File: config.mk
export PLATFORM = sky130hd
export DESIGN_NAME = dhkv_ctrl
export DESIGN_NICKNAME = d
export VERILOG_FILES = /design/src/hdl/dhkv_pkg.sv /design/src/hdl/dhkv_ctrl.sv
export SDC_FILE = /design/constraint.sdc
export NUM_CORES = 1
export LEC_CHECK = 0
export ABC_CLOCK_PERIOD_IN_PS = 2800
export BUFFER_PORTS_ARGS = -buffer_cell sky130_fd_sc_hd__buf_2
export CAP_MARGIN = 20
export CORE_AREA = 3 3 40 42
export CTS_CLUSTER_SIZE = 16
export DETAILED_ROUTE_END_ITERATION = 8
export DIE_AREA = 0 0 43 45
export PLACE_DENSITY_LB_ADDON = 0.25
export SETUP_SLACK_MARGIN = 0.4
export SLEW_MARGIN = 20
export SYNTH_ARGS = -nofsm -noshare
export SYNTH_HDL_FRONTEND = slang
export SYNTH_SLANG_ARGS = --single-unit
File: constraint.sdc
create_clock -name clock -period 2.8 [get_ports clock]
set_clock_uncertainty 0.05 [all_clocks]
set_input_delay 0.14 -clock clock [delete_from_list [all_inputs] [get_ports clock]]
set_output_delay 0.14 -clock clock [all_outputs]
set_load 0.01 [all_outputs]
File: src/hdl/dhkv_pkg.sv
// shared codes and types for the double hash key value table
`timescale 1ns / 1ps
package dhkv_pkg;

   localparam logic [1:0] MARK_FREE = 2'd0;
   localparam logic [1:0] MARK_LIVE = 2'd1;
   localparam logic [1:0] MARK_TOMB = 2'd2;

   localparam logic [1:0] CMD_LOOKUP = 2'd0;
   localparam logic [1:0] CMD_INSERT = 2'd1;
   localparam logic [1:0] CMD_REMOVE = 2'd2;

   localparam logic [1:0] STS_OK     = 2'd0;
   localparam logic [1:0] STS_ABSENT = 2'd1;
   localparam logic [1:0] STS_FULL   = 2'd2;

   localparam logic [31:0] MIX_C0 = 32'h7ed55d16;
   localparam logic [31:0] MIX_C1 = 32'hc761c23c;
   localparam logic [31:0] MIX_C2 = 32'h165667b1;
   localparam logic [31:0] MIX_C3 = 32'hd3a2646c;
   localparam logic [31:0] MIX_C4 = 32'hfd7046c5;
   localparam logic [31:0] MIX_C5 = 32'hb55a4f09;

   localparam logic [2:0] MIX_LAST = 3'd5;
   localparam logic [1:0] MOD_LAST = 2'd2;

   typedef struct packed {
      logic clr;
      logic load;
      logic mix;
      logic mod;
      logic rd;
      logic adv;
      logic commit;
   } dp_cmd_type;

   typedef struct packed {
      logic clr_done;
      logic mix_done;
      logic mod_done;
      logic bad_cmd;
      logic hit;
      logic free;
      logic exhausted;
      logic out_free;
   } dp_sts_type;

endpackage

File: src/hdl/dhkv_ctrl.sv
// controller state machine sequencing hash, probe walk and commit
`timescale 1ns / 1ps
module dhkv_ctrl (
   input  logic                clock,
   input  logic                reset,
   input  logic                req_valid,
   output logic                req_stall,
   input  dhkv_pkg::dp_sts_type sts,
   output dhkv_pkg::dp_cmd_type cmd
);
   import dhkv_pkg::*;

   localparam logic [2:0] ST_CLEAR = 3'd0;
   localparam logic [2:0] ST_IDLE  = 3'd1;
   localparam logic [2:0] ST_MIX   = 3'd2;
   localparam logic [2:0] ST_MOD   = 3'd3;
   localparam logic [2:0] ST_RD    = 3'd4;
   localparam logic [2:0] ST_CHK   = 3'd5;
   localparam logic [2:0] ST_FIN   = 3'd6;

   logic [2:0] state_ff, state_in;

   assign req_stall = (state_ff != ST_IDLE);

   always_comb begin
      state_in = state_ff;
      cmd = '0;
      unique case (state_ff)
         ST_CLEAR: begin
            cmd.clr = 1'b1;
            if (sts.clr_done) state_in = ST_IDLE;
         end
         ST_IDLE: begin
            if (req_valid) begin
               cmd.load = 1'b1;
               state_in = ST_MIX;
            end
         end
         ST_MIX: begin
            cmd.mix = 1'b1;
            if (sts.mix_done) state_in = ST_MOD;
         end
         ST_MOD: begin
            cmd.mod = 1'b1;
            if (sts.mod_done) state_in = sts.bad_cmd ? ST_FIN : ST_RD;
         end
         ST_RD: begin
            cmd.rd = 1'b1;
            state_in = ST_CHK;
         end
         ST_CHK: begin
            if (sts.hit || sts.free || sts.exhausted) begin
               state_in = ST_FIN;
            end else begin
               cmd.adv = 1'b1;
               state_in = ST_RD;
            end
         end
         ST_FIN: begin
            if (sts.out_free) begin
               cmd.commit = 1'b1;
               state_in = ST_IDLE;
            end
         end
         default: state_in = ST_CLEAR;
      endcase
   end

   always_ff @(posedge clock) begin
      if (reset) state_ff <= ST_CLEAR;
      else       state_ff <= state_in;
   end

endmodule

==> metrics <==
status=finished, final reports clean; Cell Count Post-Placement=64; reg2reg setup slack=1410 ps; drt first pass iters=2; FMAX=0.575 GHz; Clk pwr share=37.1%; Critical Path RT=2610 ps; Flop pwr share=33.0%; post-synth top area cell=dfxtp_1; # clock sinks=3; Worst-Margin Slew=523 ps; Area Overhead vs Synth=34.6%; placed cell areas=373 µm²; Max clock buf depth=2; # fillers=144; per-cell routed wire length=10.6 µm; Final period util=62.1%; via count=298; largest reg by FF count=state_ff; CP max stage delay=520 ps; leading post-synthesis cells by cell area=dfxtp_1, buf_6, mux2i_1; Finished Layout Cells=68; r2r worst-path depth=3; cell with the most instances after synthesis=nor2_1; Reg clk slew, reported paths=40 ps; slack of the critical path=1060 ps; vias in the first global route=294; Synth Area in Simple Gates=41.8%; initial drt markers=1; mux contribution to synthesized area=6.75%; Max Transition Viols Final=0; Root Buffer=clkbuf_4; fin crit period=1740 ps; Post-Synthesis Cells=35; final instance area=399 µm²; worst-path maximum fanout=12; Netlist cell types=22; Main synth FF type=dfxtp_1; Inserted Clock Buffers=3; RSZ-0062 raised after global routing=false; initial core utilization=23.1%; antenna violations before repair=0; Worst-Skew Late Latency=230 ps; Worst setup SP type=register; Top Ports=19; placer congestion estimate=0.720; Net Sw Frac=32.7%; PD cells=496 nW/µm²; Core ar.=1280 µm²; TritonCTS clock tree=done; syn nets=46; gr usage total=8.65%; final wirelength=720 µm; DRC Markers=0; WP depth=3; number of flip-flops in the largest register=3; CP Cell Sequence=or4b_4 > nor3b_2 > buf_2; Layout Nets=65; Top delay family on crit path=simple AND/OR/NAND/NOR gates; Crit. End Element=primary output; worst min-delay path category=in2reg; H-tree levels=1; Int Pwr=0.000133 W; Fin Setup TNS=0 ps; Port-buffer cells=18; hold path startpoint=reset; layout cell share with drive strength beyond 1=49.1%; Relative slew margins=65.1%; largest net degree at the start of global routing=17; Seq/Total Area, Yosys=20.3%; Final Hold Fails=0; Final ANT Viol Nets=0; max-cap violation count=0; Peak supply drop=0.344 mV; Post-CTS Setup Bufs=0; Yosys top cell area share=20.3%; first-pass GRT wire length=1270 µm; post-CTS sizing=0; Synth Area in Adders=0%; Lkg Pwr=0.186 nW; Crit-path slowest cell=or4b_4; syn avg cell area=8.47 µm²; Psw=0.0000646 W; Remaining Overflow, GRT=0; crit path launch=state_ff[2]; Avg Vias per Cell=4.38; worst hold path stage count=2; combinational share of power=29.9%; critical path arrival=1550 ps; Final Power=0.000198 W; antenna diode count=0; FF+latch count, synth=3; final setup fails=0; Post-Synth XOR/XNOR Area=0%; Synth async-reset ratio=0%; reg2reg start=state_ff[2]; pre-CTS WS=1290 ps; Post-synth EDFFs=0; Post-CTS Hold Buffers=0; Post-synth top cells=nor2_1, a21oi_1, dfxtp_1; post-synthesis cell area=297 µm²; Setup CP Type=reg2out; biggest regs=state_ff: 3 flops; largest family of logic cells by synthesized area=simple AND/OR/NAND/NOR gates; Buf/Inv on CP=1; Synth Area in Compound Gates=19.0%; YS warnings=0; DIE AREA=1940 µm²; Die W=43 µm; Chip Height=45 µm; FP Rows=13; final HPWL from detailed placement=553 µm
-- metrics by stage --
step	hold slack, ps	utilization, %
5_1_grt	53.5	31.1
3_5_place_dp	294	29.0
6_report	60.5	31.1
3_3_place_gp	291	29.0
2_1_floorplan	156	-
4_1_cts	50.1	31.1
-- power by group through the flow --
stage / sequential, W / combinational [W] / clock (W)
after global placement: 0.0000653 / 0.0000607 / 0
after floorplan: 0.0000508 / 0.0000608 / 0
after detailed placement: 0.0000657 / 0.0000602 / 0
after global routing: 0.0000679 / 0.0000673 / 0.0000824
after CTS: 0.0000650 / 0.0000604 / 0.0000784
final: 0.0000653 / 0.0000592 / 0.0000733
-- worst register-to-register path: cells and delay by family, from the launching register on --
family          cells  cell delay, ps
simple gates        2             640
flops               1             510
compound gates      1              70
-- placed cells by master (no fill, tap or decap), types with 2 or more instances in the layout --
cell and instances:
buf_2 18, nor2_1 5, a21oi_1 3, clkbuf_4 3, dfxtp_1 3, and2_1 2
mux2i_1 2, o21ai_0 2
-- cell families after synthesis --
kind of cell / count (synthesis)
simple gates: 17
buf+inv: 5
flops: 3
mux: 2
compound gates: 8
-- path summary, 6_finish.rpt --
kind	endpoint
max	cmd[1]
min	state_ff[1]
max reg2reg	state_ff[1]
min reg2reg	state_ff[1]
-- layout make-up --
type	instances	area (µm²)	area share, %
clock buffers	4	26.3	6.58
inverters	1	3.75	0.940
multi-input cells	27	200	50.2
flip-flops and latches	3	60.1	15.0
well taps	15	18.8	4.70
repair buffers	18	90.1	22.6
-- routing by layer --
| metal | global-route usage [%] | part of all wire, % |
|---|---|---|
| met3 | 4.78 | 8.8 |
| met2 | 11.1 | 43 |
| met1 | 13.2 | 49 |
| met4 | 0 | 0 |
| met5 | 0 | 0 |
Note: power is estimated with default switching activity, not from simulation.
